<file path="src/design/rgb_to_hsv_converter_defines.svh">
// Assertion macros used by the converter RTL.
`ifndef RGB_TO_HSV_CONVERTER_DEFINES_SVH
`define RGB_TO_HSV_CONVERTER_DEFINES_SVH

// Same-cycle implication, checked on every rising clock edge outside reset.
`define RHC_ASSERT_IMPL(label, clk, rst, ante, cons, msg) \
   label: assert property (@(posedge clk) disable iff (rst) (ante) |-> (cons)) \
      else $error(msg);

// Next-cycle implication, checked on every rising clock edge outside reset.
`define RHC_ASSERT_NEXT(label, clk, rst, ante, cons, msg) \
   label: assert property (@(posedge clk) disable iff (rst) (ante) |=> (cons)) \
      else $error(msg);

`endif

</file>
<file path="src/design/rhc_pkg.sv">
`default_nettype none

package rhc_pkg;

   localparam int CHANNEL_W     = 8;
   localparam int HUE_W         = 15;
   localparam int SAT_W         = 17;

   localparam int HUE_FRAC_BITS = 6;
   localparam int SAT_FRAC_BITS = 16;

   // One sector (60 degrees) and the full circle in hue units
   localparam int HUE_SIXTY     = 60 << HUE_FRAC_BITS;
   localparam int HUE_FULL      = 360 << HUE_FRAC_BITS;

   // Quotient widths: hue term is at most one sector, saturation at most 1.0
   localparam int HUE_Q_W       = $clog2(HUE_SIXTY + 1);
   localparam int SAT_Q_W       = SAT_FRAC_BITS + 1;
   localparam int QUO_W_A       = (HUE_Q_W > SAT_Q_W) ? HUE_Q_W : SAT_Q_W;
   localparam int QUO_W         = (QUO_W_A > SAT_W) ? QUO_W_A : SAT_W;

   // Dividend stays below divisor * 2^QUO_W, divisor is one channel byte
   localparam int DIVIDEND_W    = QUO_W + CHANNEL_W;

   localparam int STEPS_PER_STAGE = 4;
   localparam int DIV_STAGES    = (QUO_W + STEPS_PER_STAGE - 1) / STEPS_PER_STAGE;

   // Front stage, product stage, divider stages, output stage
   localparam int PIPE_STAGES   = DIV_STAGES + 3;

   localparam int HUE_CALC_A    = $clog2(HUE_FULL) + 1;
   localparam int HUE_CALC_W    = (HUE_CALC_A > HUE_W + 1) ? HUE_CALC_A : HUE_W + 1;

endpackage

`default_nettype wire

</file>
<file path="src/design/rhc_if.sv">
`default_nettype none

// Pixel channel: one red, green, blue byte triple per transfer
interface rhc_req_if import rhc_pkg::*; ();
   logic                 valid;
   logic                 ready;
   logic [CHANNEL_W-1:0] red;
   logic [CHANNEL_W-1:0] green;
   logic [CHANNEL_W-1:0] blue;

   modport source (output valid, red, green, blue, input ready);
   modport sink (input valid, red, green, blue, output ready);
endinterface

// Result channel: one hue, saturation, value triple per transfer
interface rhc_rsp_if import rhc_pkg::*; ();
   logic                 valid;
   logic                 ready;
   logic [HUE_W-1:0]     hue;
   logic [SAT_W-1:0]     saturation;
   logic [CHANNEL_W-1:0] brightness;

   modport source (output valid, hue, saturation, brightness, input ready);
   modport sink (input valid, hue, saturation, brightness, output ready);
endinterface

`default_nettype wire

</file>
<file path="src/design/rgb_to_hsv_converter.sv">
`default_nettype none
// RGB to HSV converter, fixed point.
//
// req_pixel carries one pixel (red, green, blue bytes) per transfer; rsp_hsv
// returns one result per pixel, in order: hue in 1/64 degree (0 for grey),
// saturation with 65536 meaning 1.0 (0 for black), and brightness, the
// largest channel byte. Both channels transfer when valid and ready are high.
//
// The block is a pipeline of 3 + DIV_STAGES stages (8 at the default
// widths): min/max and sector selection, hue product and divider operands,
// DIV_STAGES divider stages at up to four quotient bits each, and the output
// register. One pixel a clock is sustained while rsp_hsv is ready. The
// divider depth (17 quotient bits, four per stage) sets the pipeline length.
//
// Each stage holds its own valid bit and loads whenever it is empty or the
// stage after it moves on, so a stall at rsp_hsv backs up stage by stage,
// bubbles close up, and req_pixel.ready falls only once every stage holds a
// pixel. Synchronous reset empties the pipeline; nothing else is kept.

`include "rgb_to_hsv_converter_defines.svh"

module rgb_to_hsv_converter import rhc_pkg::*; (
   input  wire logic clock,
   input  wire logic reset,
   rhc_req_if.sink   req_pixel,
   rhc_rsp_if.source rsp_hsv
);

   localparam logic [1:0] SECTOR_RED   = 2'd0;
   localparam logic [1:0] SECTOR_GREEN = 2'd1;
   localparam logic [1:0] SECTOR_BLUE  = 2'd2;

   localparam int OUT_STAGE = PIPE_STAGES - 1;

   typedef struct packed {
      logic [1:0]           sector;
      logic                 neg;
      logic [CHANNEL_W-1:0] brightness;
   } side_type;

   // Per-stage valid bits and load enables
   logic [PIPE_STAGES-1:0] valid_ff;
   logic [PIPE_STAGES-1:0] valid_in;
   logic [PIPE_STAGES:0]   adv;

   // Front stage
   logic [CHANNEL_W-1:0] a_max_ff,    a_max_in;
   logic [CHANNEL_W-1:0] a_chroma_ff, a_chroma_in;
   logic [CHANNEL_W-1:0] a_abs_ff,    a_abs_in;
   logic                 a_neg_ff,    a_neg_in;
   logic [1:0]           a_sector_ff, a_sector_in;

   // Operand stage
   logic [DIVIDEND_W-1:0] b_sat_num_ff, b_sat_num_in;
   logic [DIVIDEND_W-1:0] b_hue_num_ff, b_hue_num_in;
   logic [CHANNEL_W-1:0]  b_sat_den_ff, b_sat_den_in;
   logic [CHANNEL_W-1:0]  b_hue_den_ff, b_hue_den_in;
   side_type              b_side_ff,    b_side_in;

   // Sideband that travels alongside the divider stages
   side_type d_side_ff [DIV_STAGES];

   logic [QUO_W-1:0] sat_quo;
   logic [QUO_W-1:0] hue_quo;

   // Output stage
   logic [HUE_W-1:0]     hue_ff,    hue_in;
   logic [SAT_W-1:0]     sat_ff,    sat_in;
   logic [CHANNEL_W-1:0] bright_ff, bright_in;

   // ---------------------------------------------------------------------
   // Flow control: a stage loads when empty or when its successor loads
   // ---------------------------------------------------------------------
   always_comb begin
      adv[PIPE_STAGES] = rsp_hsv.ready;
      for (int k = PIPE_STAGES - 1; k >= 0; k--) begin
         adv[k] = !valid_ff[k] || adv[k+1];
      end
   end

   assign req_pixel.ready = adv[0];

   always_comb begin
      valid_in = valid_ff;
      for (int k = 0; k < PIPE_STAGES; k++) begin
         if (adv[k]) begin
            valid_in[k] = (k == 0) ? req_pixel.valid : valid_ff[(k == 0) ? 0 : k - 1];
         end
      end
   end

   always_ff @(posedge clock) begin
      if (reset) begin
         valid_ff <= '0;
      end else begin
         valid_ff <= valid_in;
      end
   end

   // ---------------------------------------------------------------------
   // Front stage: largest and smallest channel, sector, signed difference
   // ---------------------------------------------------------------------
   always_comb begin
      logic [CHANNEL_W-1:0] r, g, b, lo, x, y;
      r = req_pixel.red;
      g = req_pixel.green;
      b = req_pixel.blue;

      // red wins ties, then green
      priority if (r >= g && r >= b) begin
         a_sector_in = SECTOR_RED;
         a_max_in    = r;
         x           = g;
         y           = b;
      end else if (g >= b) begin
         a_sector_in = SECTOR_GREEN;
         a_max_in    = g;
         x           = b;
         y           = r;
      end else begin
         a_sector_in = SECTOR_BLUE;
         a_max_in    = b;
         x           = r;
         y           = g;
      end

      lo = r;
      if (g < lo) lo = g;
      if (b < lo) lo = b;

      a_chroma_in = a_max_in - lo;
      a_neg_in    = (x < y);
      a_abs_in    = a_neg_in ? (y - x) : (x - y);
   end

   always_ff @(posedge clock) begin
      if (adv[0]) begin
         a_max_ff    <= a_max_in;
         a_chroma_ff <= a_chroma_in;
         a_abs_ff    <= a_abs_in;
         a_neg_ff    <= a_neg_in;
         a_sector_ff <= a_sector_in;
      end
   end

   // ---------------------------------------------------------------------
   // Operand stage: scale the numerators, keep divisors nonzero
   // ---------------------------------------------------------------------
   // A zero divisor only comes with a zero numerator, so dividing by one
   // gives the required zero for black and grey pixels.
   always_comb begin
      b_hue_num_in = DIVIDEND_W'(a_abs_ff) * DIVIDEND_W'(HUE_SIXTY);
      b_sat_num_in = DIVIDEND_W'(a_chroma_ff) << SAT_FRAC_BITS;
      b_sat_den_in = (a_max_ff == '0)    ? CHANNEL_W'(1) : a_max_ff;
      b_hue_den_in = (a_chroma_ff == '0) ? CHANNEL_W'(1) : a_chroma_ff;
      b_side_in.sector     = a_sector_ff;
      b_side_in.neg        = a_neg_ff;
      b_side_in.brightness = a_max_ff;
   end

   always_ff @(posedge clock) begin
      if (adv[1]) begin
         b_hue_num_ff <= b_hue_num_in;
         b_sat_num_ff <= b_sat_num_in;
         b_sat_den_ff <= b_sat_den_in;
         b_hue_den_ff <= b_hue_den_in;
         b_side_ff    <= b_side_in;
      end
   end

   // ---------------------------------------------------------------------
   // Divider stages: saturation and hue quotients side by side
   // ---------------------------------------------------------------------
   rhc_divider u_sat_div (
      .clock    (clock),
      .advance  (adv[2 +: DIV_STAGES]),
      .dividend (b_sat_num_ff),
      .divisor  (b_sat_den_ff),
      .quotient (sat_quo)
   );

   rhc_divider u_hue_div (
      .clock    (clock),
      .advance  (adv[2 +: DIV_STAGES]),
      .dividend (b_hue_num_ff),
      .divisor  (b_hue_den_ff),
      .quotient (hue_quo)
   );

   for (genvar s = 0; s < DIV_STAGES; s++) begin : g_side
      if (s == 0) begin : g_first
         always_ff @(posedge clock) begin
            if (adv[2]) d_side_ff[0] <= b_side_ff;
         end
      end else begin : g_next
         always_ff @(posedge clock) begin
            if (adv[2+s]) d_side_ff[s] <= d_side_ff[s-1];
         end
      end
   end

   // ---------------------------------------------------------------------
   // Output stage: add the sector base, wrap negative hues
   // ---------------------------------------------------------------------
   always_comb begin
      logic signed [HUE_CALC_W-1:0] base, term, sum;
      side_type side;
      side = d_side_ff[DIV_STAGES-1];

      unique case (side.sector)
         SECTOR_RED:   base = '0;
         SECTOR_GREEN: base = HUE_CALC_W'(2 * HUE_SIXTY);
         SECTOR_BLUE:  base = HUE_CALC_W'(4 * HUE_SIXTY);
         default:      base = '0;
      endcase

      term = HUE_CALC_W'(hue_quo[HUE_Q_W-1:0]);
      sum  = side.neg ? (base - term) : (base + term);
      if (sum < 0) begin
         sum = sum + HUE_CALC_W'(HUE_FULL);
      end

      hue_in    = sum[HUE_W-1:0];
      sat_in    = sat_quo[SAT_W-1:0];
      bright_in = side.brightness;
   end

   always_ff @(posedge clock) begin
      if (adv[OUT_STAGE]) begin
         hue_ff    <= hue_in;
         sat_ff    <= sat_in;
         bright_ff <= bright_in;
      end
   end

   assign rsp_hsv.valid      = valid_ff[OUT_STAGE];
   assign rsp_hsv.hue        = hue_ff;
   assign rsp_hsv.saturation = sat_ff;
   assign rsp_hsv.brightness = bright_ff;

   // ---------------------------------------------------------------------
   // Assertions
   // ---------------------------------------------------------------------
   `RHC_ASSERT_NEXT(a_accept_fills_front, clock, reset, req_pixel.valid && req_pixel.ready, valid_ff[0], "accepted pixel did not enter the front stage")
   `RHC_ASSERT_IMPL(a_black_no_sat, clock, reset, rsp_hsv.valid && rsp_hsv.brightness == '0, rsp_hsv.saturation == '0, "black pixel with nonzero saturation")
   `RHC_ASSERT_IMPL(a_grey_no_hue, clock, reset, rsp_hsv.valid && rsp_hsv.saturation == '0, rsp_hsv.hue == '0, "grey pixel with nonzero hue")
   `RHC_ASSERT_IMPL(a_hue_range, clock, reset, rsp_hsv.valid, 32'(rsp_hsv.hue) < HUE_FULL, "hue beyond full circle")

endmodule

`default_nettype wire

</file>
<file path="src/design/rhc_divider.sv">
`default_nettype none

// Pipelined restoring divider, up to STEPS_PER_STAGE quotient bits per stage.
// The caller guarantees quotient < 2^QUO_W and a nonzero divisor.
module rhc_divider import rhc_pkg::*; (
   input  wire logic                  clock,
   input  wire logic [DIV_STAGES-1:0] advance,
   input  wire logic [DIVIDEND_W-1:0] dividend,
   input  wire logic [CHANNEL_W-1:0]  divisor,
   output logic      [QUO_W-1:0]      quotient
);

   typedef struct packed {
      logic [CHANNEL_W-1:0] rem;
      logic [QUO_W-1:0]     low;
      logic [QUO_W-1:0]     quo;
   } div_state_type;

   div_state_type        state_ff [DIV_STAGES];
   logic [CHANNEL_W-1:0] den_ff   [DIV_STAGES];

   for (genvar s = 0; s < DIV_STAGES; s++) begin : g_stage
      div_state_type        src;
      div_state_type        state_in;
      logic [CHANNEL_W-1:0] den_src;

      if (s == 0) begin : g_first
         // top bits of the dividend are already below the divisor
         assign src.rem = dividend[DIVIDEND_W-1:QUO_W];
         assign src.low = dividend[QUO_W-1:0];
         assign src.quo = '0;
         assign den_src = divisor;
      end else begin : g_next
         assign src     = state_ff[s-1];
         assign den_src = den_ff[s-1];
      end

      always_comb begin
         logic [CHANNEL_W:0] trial;
         logic               qbit;
         trial    = '0;
         qbit     = 1'b0;
         state_in = src;
         for (int j = 0; j < STEPS_PER_STAGE; j++) begin
            if (s * STEPS_PER_STAGE + j < QUO_W) begin
               trial = {state_in.rem, state_in.low[QUO_W-1]};
               qbit  = (trial >= {1'b0, den_src});
               if (qbit) begin
                  state_in.rem = CHANNEL_W'(trial - {1'b0, den_src});
               end else begin
                  state_in.rem = trial[CHANNEL_W-1:0];
               end
               state_in.low = {state_in.low[QUO_W-2:0], 1'b0};
               state_in.quo = {state_in.quo[QUO_W-2:0], qbit};
            end
         end
      end

      always_ff @(posedge clock) begin
         if (advance[s]) begin
            state_ff[s] <= state_in;
            den_ff[s]   <= den_src;
         end
      end
   end

   assign quotient = state_ff[DIV_STAGES-1].quo;

endmodule

`default_nettype wire
</file>
<file path="src/flat_wrapper.sv">
// flat-port wrapper written by rule: the top's interface ports become plain ports
module rgb_to_hsv_converter_flat import rhc_pkg::*;
  (clock, reset, req_pixel_valid, req_pixel_red, req_pixel_green, req_pixel_blue, req_pixel_ready, rsp_hsv_valid, rsp_hsv_hue, rsp_hsv_saturation, rsp_hsv_brightness, rsp_hsv_ready);
  rhc_req_if req_pixel_i ();
  rhc_rsp_if rsp_hsv_i ();
  input  wire logic clock;
  input  wire logic reset;
  input wire logic [$bits(req_pixel_i.valid)-1:0] req_pixel_valid;
  input wire logic [$bits(req_pixel_i.red)-1:0] req_pixel_red;
  input wire logic [$bits(req_pixel_i.green)-1:0] req_pixel_green;
  input wire logic [$bits(req_pixel_i.blue)-1:0] req_pixel_blue;
  output wire logic [$bits(req_pixel_i.ready)-1:0] req_pixel_ready;
  output wire logic [$bits(rsp_hsv_i.valid)-1:0] rsp_hsv_valid;
  output wire logic [$bits(rsp_hsv_i.hue)-1:0] rsp_hsv_hue;
  output wire logic [$bits(rsp_hsv_i.saturation)-1:0] rsp_hsv_saturation;
  output wire logic [$bits(rsp_hsv_i.brightness)-1:0] rsp_hsv_brightness;
  input wire logic [$bits(rsp_hsv_i.ready)-1:0] rsp_hsv_ready;
  assign req_pixel_i.valid = req_pixel_valid;
  assign req_pixel_i.red = req_pixel_red;
  assign req_pixel_i.green = req_pixel_green;
  assign req_pixel_i.blue = req_pixel_blue;
  assign req_pixel_ready = req_pixel_i.ready;
  assign rsp_hsv_valid = rsp_hsv_i.valid;
  assign rsp_hsv_hue = rsp_hsv_i.hue;
  assign rsp_hsv_saturation = rsp_hsv_i.saturation;
  assign rsp_hsv_brightness = rsp_hsv_i.brightness;
  assign rsp_hsv_i.ready = rsp_hsv_ready;
  rgb_to_hsv_converter u_core (.clock(clock), .reset(reset), .req_pixel(req_pixel_i), .rsp_hsv(rsp_hsv_i));
endmodule
</file>
<file path="config.mk">
export PLATFORM = sky130hd
export DESIGN_NAME = rgb_to_hsv_converter_flat
export DESIGN_NICKNAME = d
export VERILOG_FILES = /design/src/design/rhc_pkg.sv /design/src/design/rhc_if.sv /design/src/design/rgb_to_hsv_converter.sv /design/src/design/rhc_divider.sv /design/src/flat_wrapper.sv
export VERILOG_INCLUDE_DIRS = /design/src /design/src/design
export SDC_FILE = /design/constraint.sdc
export NUM_CORES = 1
export LEC_CHECK = 0
export ABC_AREA = 0
export BUFFER_PORTS_ARGS = -buffer_cell sky130_fd_sc_hd__buf_2
export CORE_MARGIN = 5
export CORE_UTILIZATION = 35
export DETAILED_ROUTE_END_ITERATION = 8
export PLACE_DENSITY_LB_ADDON = 0.12
export SYNTH_ARGS = -nofsm -noshare
export SYNTH_HDL_FRONTEND = slang
export SYNTH_SLANG_ARGS = --single-unit
</file>
<file path="constraint.sdc">
create_clock -name clock -period 8.33 [get_ports clock]
set_clock_uncertainty 0.05 [all_clocks]
set_input_delay 0.4165 -clock clock [delete_from_list [all_inputs] [get_ports clock]]
set_output_delay 0.4165 -clock clock [all_outputs]
set_load 0.005 [all_outputs]
</file>
# == Word level (Yosys, flattened, before mapping) ==
# Memories as Yosys holds them, arrays and structs flattened. A register that Yosys moved wholly into a read port is not among the register bits.
# Cells that the tools add are included.
# totals
register_bits,105
ramBits,545
n_memories,5
elab_cells,187
output_inout_bits,42
in_bits,28
# memory_table
memory,words,word_bits,rd,rd_ports_with_merged_regs,write_ports,line_no,text
u_core.u_hue_div.state_ff,5,41,5,0,5,rhc_divider.sv:19,div_state_type state_ff [DIV_STAGES];
u_core.u_sat_div.state_ff,5,41,5,1,5,rhc_divider.sv:19,
u_core.d_side_ff,5,11,5,0,5,rgb_to_hsv_converter.sv:61,side_type d_side_ff [DIV_STAGES];
u_core.u_hue_div.den_ff,5,8,4,0,5,rhc_divider.sv:20,logic [CHANNEL_W-1:0] den_ff [DIV_STAGES];
u_core.u_sat_div.den_ff,5,8,4,0,5,rhc_divider.sv:20,
# op_classes
eq_ne,2
add_sub_neg,40
mul,1
n_mux,57
n_reduce_logical,19
order_cmp,41
# ops
op,n
8-bit two-way mux,43
9-bit by 8-bit greater-or-equal comparator with 1-bit output,32
8-bit subtractor,36
8-bit greater-or-equal comparator,4
14-bit case mux with 2 select lines,1
8-bit less-than comparator,3
8-bit logical NOT,2
16-bit by 1-bit less-than comparator with 1-bit output (second input constant),1
16-bit two-way mux,1
14-bit by 12-bit adder with 15-bit output,1
15-bit adder (second input constant),1
15-bit two-way mux,1
14-bit by 12-bit subtractor with 15-bit output,1
8-bit by 4-bit multiplier with 12-bit output (second input constant),1
1-bit two-way mux,10
4-bit by 8-bit greater-or-equal comparator with 1-bit output,1
1-bit logical NOT,8
1-bit logical OR,8
4-bit by 8-bit subtractor with 8-bit output,1
2-bit by 1-bit equality test with 1-bit output (second input constant),1
2-bit equality test (second input constant),1
2-bit two-way mux,1
1-bit logical AND,1

# == Depth between registers and ports, before layout ==
# depth
word_depth,9
mapped_depth,42
ltp_nobuf,40

# == Cells and area by module ==
# From an unflattened synthesis, not the netlist that was laid out.
# unflattened
hier_cells,2904
area_unflattened_um2,32133.3
# modules_own_cells
module,n_inst,area_per_inst_um2,seq_area_each_um2,cells_each
rhc_divider (u_core.u_sat_div),1,11547.3,4474.3,1116
rhc_divider (u_core.u_hue_div),1,11526.1,4474.3,1099
rgb_to_hsv_converter,1,9059.9,5235.0,689

# == Worst setup path after synthesis ==
# Ideal clock, no wire load.
# synth_path
path_kind,register -> register
from,mem u_core.u_sat_div.den_ff[1][1] (netlist: u_core.u_sat_div.den_ff[0][9])
to,mem u_core.u_sat_div.state_ff[2][37] in the netlist's numbering (data pin)
synth_period_minus_slack_ps,8421
required_time_ps,8019
t_arrival_ps,8110
n_path_buf,1
setup_time_ps,261
path_stages_with_launch,39
setup_slack_ps,-91
path_cell_list,edfxtp_1 > inv_1 > ha_1 > nor2b_1 > o31ai_1 > a211o_1 > nand2_1 > buf_2 > mux2_2 > ha_1 > o21a_1 > o31a_1 > o311ai_1 > a21oi_1 > and2_1 > nor2_4 > mux2_2 > a21oi_1 > [... 3 more ...] > a31o_2 > o22ai_1 > a21oi_1 > nor3_1 > a211o_1 > inv_2 > mux2_2 > ha_1 > and3_1 > o21ai_0 > nand3_1 > a31oi_1 > a21oi_1 > a211o_1 > a211oi_2 > a21o_1 > inv_2 > a221o_1
# synth_rtl
element,line_no
from (decl),rhc_divider.sv:20
to (decl),rhc_divider.sv:19

==> key figures <==
STA
  • Worst Tran Pin Value: ~1100 ps
  • Tcrit/Tclk final: 0.9617
  • Final-report max-slew violation count: 0
  • Hold Fails Final Rpt: 0
  • Final Setup Violations: 0
  • Worst-case headroom to the max-slew limit: 0.2769
  • Post-route minimum period: 8011 ps
  • Achievable Freq: 0.1248 GHz

Die
  • Num rows: roughly 110
  • Die width: 299.5 um
  • Initial core utilization: 0.3515
  • Die height: 299.5 um
  • Die area: ~90,000 um2
  • Core area: roughly 83,000 um2
  • I/O pin count: 70

Global route
  • First-pass GRT wire length: approximately 120 mm
  • Initial antenna violation count: 1
  • GRT overflow: 0
  • Largest net degree at the start of global routing: 63
  • Vias in the first global route: 22,470
  • Gr usage total: 0.1600

Placement
  • Post-DP HPWL: between 50 and 60 mm
  • DP Cell Count: 4,191
  • GPL Wtd Cong: between 0.8 and 0.9
  • Port-buffer cells: 69

Logic synthesis
  • Sequential share of the synthesized area: 0.4079
  • Yosys cell types: 91
  • Net Count, Synth: roughly 3,200
  • EDFF count, synth: 393
  • Post-Syn Area: between 20,000 and 30,000 um2
  • Synth async-reset ratio: 0
  • Seq cells post-synth: 401
  • Ys flop type: edfxtp_1
  • YS warnings: 0
  • Gate count of the mapped netlist: 2,848
  • Avg Inst Size Synth: around 10 um2

Clock network
  • Root Buffer: clkbuf_16
  • H-tree lvl count: 2
  • Clk_lat worst skew: just under 600 ps
  • Sink Count: roughly 400
  • CTS tree: done
  • Clock slew at reported path FFs: around 50 ps
  • Clk buf depth: 3
  • Cts bufs inserted: 48

Final layout
  • # nets final: between 3,000 and 4,000
  • N_diodes: 0
  • Fillers: 7,961
  • Layout cell share with drive strength beyond 1: 0.2066
  • Layout area overhead: 19.76%
  • Layout Cells excl Fill: roughly 4,300

Critical path
  • Internal reg-to-reg setup slack: about 320 ps
  • Crit Path Max Fanout: 5
  • CP bufs+invs: 5
  • Critical Path Stages: 34
  • Critical path capture point type: flop
  • Req. time, crit path: approximately 8600 ps
  • Reg2Reg Depth: 34
  • Critical path type: flop to flop
  • Crit-path max cell delay: between 500 and 600 ps
  • Crit path capture: u_core.u_sat_div.state_ff[3][35]
  • Worst path arrival time: just over 8000 ps
  • CP max stage cell: o41a_1
  • CP top delay family: compound AO/OA/AOI/OAI gates
  • Crit path from: u_core.u_sat_div.den_ff[0][17]
  • CP most frequent cell: nor2_1
  • CP startpoint kind: flop
  • Crit Reg-Reg Startpoint: u_core.u_sat_div.den_ff[0][17]
  • R2r endpoint: u_core.u_sat_div.state_ff[3][35]

Route
  • Highest metal layer with signal wires: met4
  • Met2 routed WL: ~36 mm
  • Final wirelength: 73.95 mm
  • Violation count after the first detailed-route iteration: between 1,000 and 1,500
  • DR pass1 iterations: 4
  • Metal-1 WL: ~34 mm
  • Drt wl/cell: 17.16 um
  • Via density: between 5 and 6
  • Wire length on met3: 2.054 mm
  • Remaining DRCs: 0
  • Antenna Violating Nets Remaining: 0
  • DR vias: 22,310

Run status
  • Status: finished clean

Run
  • Max-cap violations: 0

Worst hold path
  • Worst hold path class: primary input to flop
-- worst min-delay path, cell delays in order --
cell,delay (ps)
buf_2,80
nor2b_1,60
nor2_1,90
nor2_1,40
-- through the flow --
step,setup TNS (ps),hold slack (ps),cell area [um2],utilization,setup WS (ps)
floorplan,0,350.3,29340,-,19.49
global placement,-2000,351.3,32750,0.3926,-239.5
detailed placement,-3294,354.5,32750,0.3926,-301.3
CTS,-4.003,36.56,34400,0.4124,-4.003
global route,-403.9,114.0,35120,0.4210,-66.33
finish,0,85.24,35120,0.4210,319.3
-- sequential cells by signal, summed over array words and instances (netlist names), 11 cells and up --
signal / count
u_core.u_sat_div.state_ff: 89
u_core.u_hue_div.state_ff: 71
u_core.d_side_ff: 55
u_core.u_hue_div.den_ff: 32
u_core.u_sat_div.den_ff: 32
u_core.rsp_hsv.saturation: 17
u_core.rsp_hsv.hue: 15
u_core.b_hue_num_ff: 12
u_core.b_side_ff: 11
-- cells in the mapped netlist, types with 20 or more instances --
master / instances / share of area
edfxtp_1: 393 / 0.40
nand2_1: 124 / 0.016
nor3_1: 67 / 0.011
o21ai_0: 157 / 0.027
xor2_1: 49 / 0.015
a21o_1: 65 / 0.017
a21oi_1: 201 / 0.034
mux2i_1: 51 / 0.017
nand2b_1: 48 / 0.010
or2_2: 25 / 0.0053
ha_1: 331 / 0.14
clkbuf_1: 46 / 0.0059
fa_1: 33 / 0.023
and3_1: 21 / 0.0045
nand4_1: 23 / 0.0049
nor2_1: 254 / 0.033
nand3_1: 37 / 0.0063
inv_1: 250 / 0.032
mux2_2: 73 / 0.028
xnor2_1: 121 / 0.036
o221ai_1: 20 / 0.0060
o21a_1: 65 / 0.017
nor2b_1: 60 / 0.013
-- cell usage in the layout (no fill, tap or decap), types with 11 or more instances in the layout --
cell	synthesis	final
xor2_1	49	49
xnor2_1	121	121
a21oi_2	1	22
buf_2	9	69
nor2b_1	60	57
and4_1	13	13
buf_4	1	275
o21ai_0	157	138
a221o_1	16	16
inv_2	8	18
and2_1	14	14
inv_1	250	239
nand4_1	23	23
or2_2	25	25
nor3_1	67	65
clkbuf_16	0	48
o31a_1	16	16
a211oi_1	13	12
ha_1	331	316
edfxtp_1	393	393
nand2b_1	48	48
a21o_1	65	65
o211ai_1	18	18
fa_1	33	33
nor2_1	254	246
and3_1	21	21
o221ai_1	20	19
o21bai_1	18	18
nand2_1	124	118
mux2i_1	51	45
mux2_2	73	71
o21ai_1	6	17
clkinv_1	2	11
a21oi_1	201	177
or3_1	16	15
a31oi_1	16	15
o21a_1	65	65
nand3_1	37	36
-- timing repair --
action | 4_1_cts | 5_1_grt
endpoints found under the hold margin | 5 | 0
setup endpoints to repair | 22 | 71
resized for setup | 9 | 130
setup buffers | 4 | 26
hold buffers | 2 | 0
pin swaps | 3 | 43
-- worst min-delay path by stage --
stage | start | to | cells past startpoint
finish | rsp_hsv_ready | u_core.valid_ff[7] | 4
CTS | rsp_hsv_ready | u_core.valid_ff[7] | 4
global route | rsp_hsv_ready | u_core.valid_ff[7] | 4
global placement | u_core.b_side_ff[8] | u_core.d_side_ff[0][8] | 0
floorplan | u_core.a_sector_ff[1] | u_core.b_side_ff[10] | 0
detailed placement | u_core.d_side_ff[0][11] | u_core.d_side_ff[0][22] | 0
-- routing by layer --
| metal | up-vias | track usage |
|---|---|---|
| met3 | 85 | 0.01709 |
| li1 | 11150 | - |
| met2 | 299 | 0.2840 |
| met4 | 0 | 0.03712 |
| met1 | 10770 | 0.2104 |
| met5 | - | 0 |
-- cell type report --
cell class / count / area (um2) / share of cell area
well taps: 1080 / 1351 / 0.03848
flip-flops and latches: 401 / 11960 / 0.3406
multi-input cells: 2128 / 16730 / 0.4763
inverters: 260 / 979.7 / 0.02790
repair buffers: 353 / 2517 / 0.07169
clock buffers: 56 / 1231 / 0.03506
clock inverters: 31 / 350.3 / 0.009976
-- cell families after synthesis --
| logic type | synth area share |
|---|---|
| xor gates and xnor gates | 0.05078 |
| and+or+nand+nor | 0.1251 |
| buffers and inverters | 0.04186 |
| adders and majority gates | 0.1638 |
| muxes | 0.04992 |
| DFF | 0.4079 |
| AOI/OAI and AO/OA | 0.1607 |
Power is not shown: default switching activity piles up to over one toggle a cycle in this logic, so the estimate is an artifact.
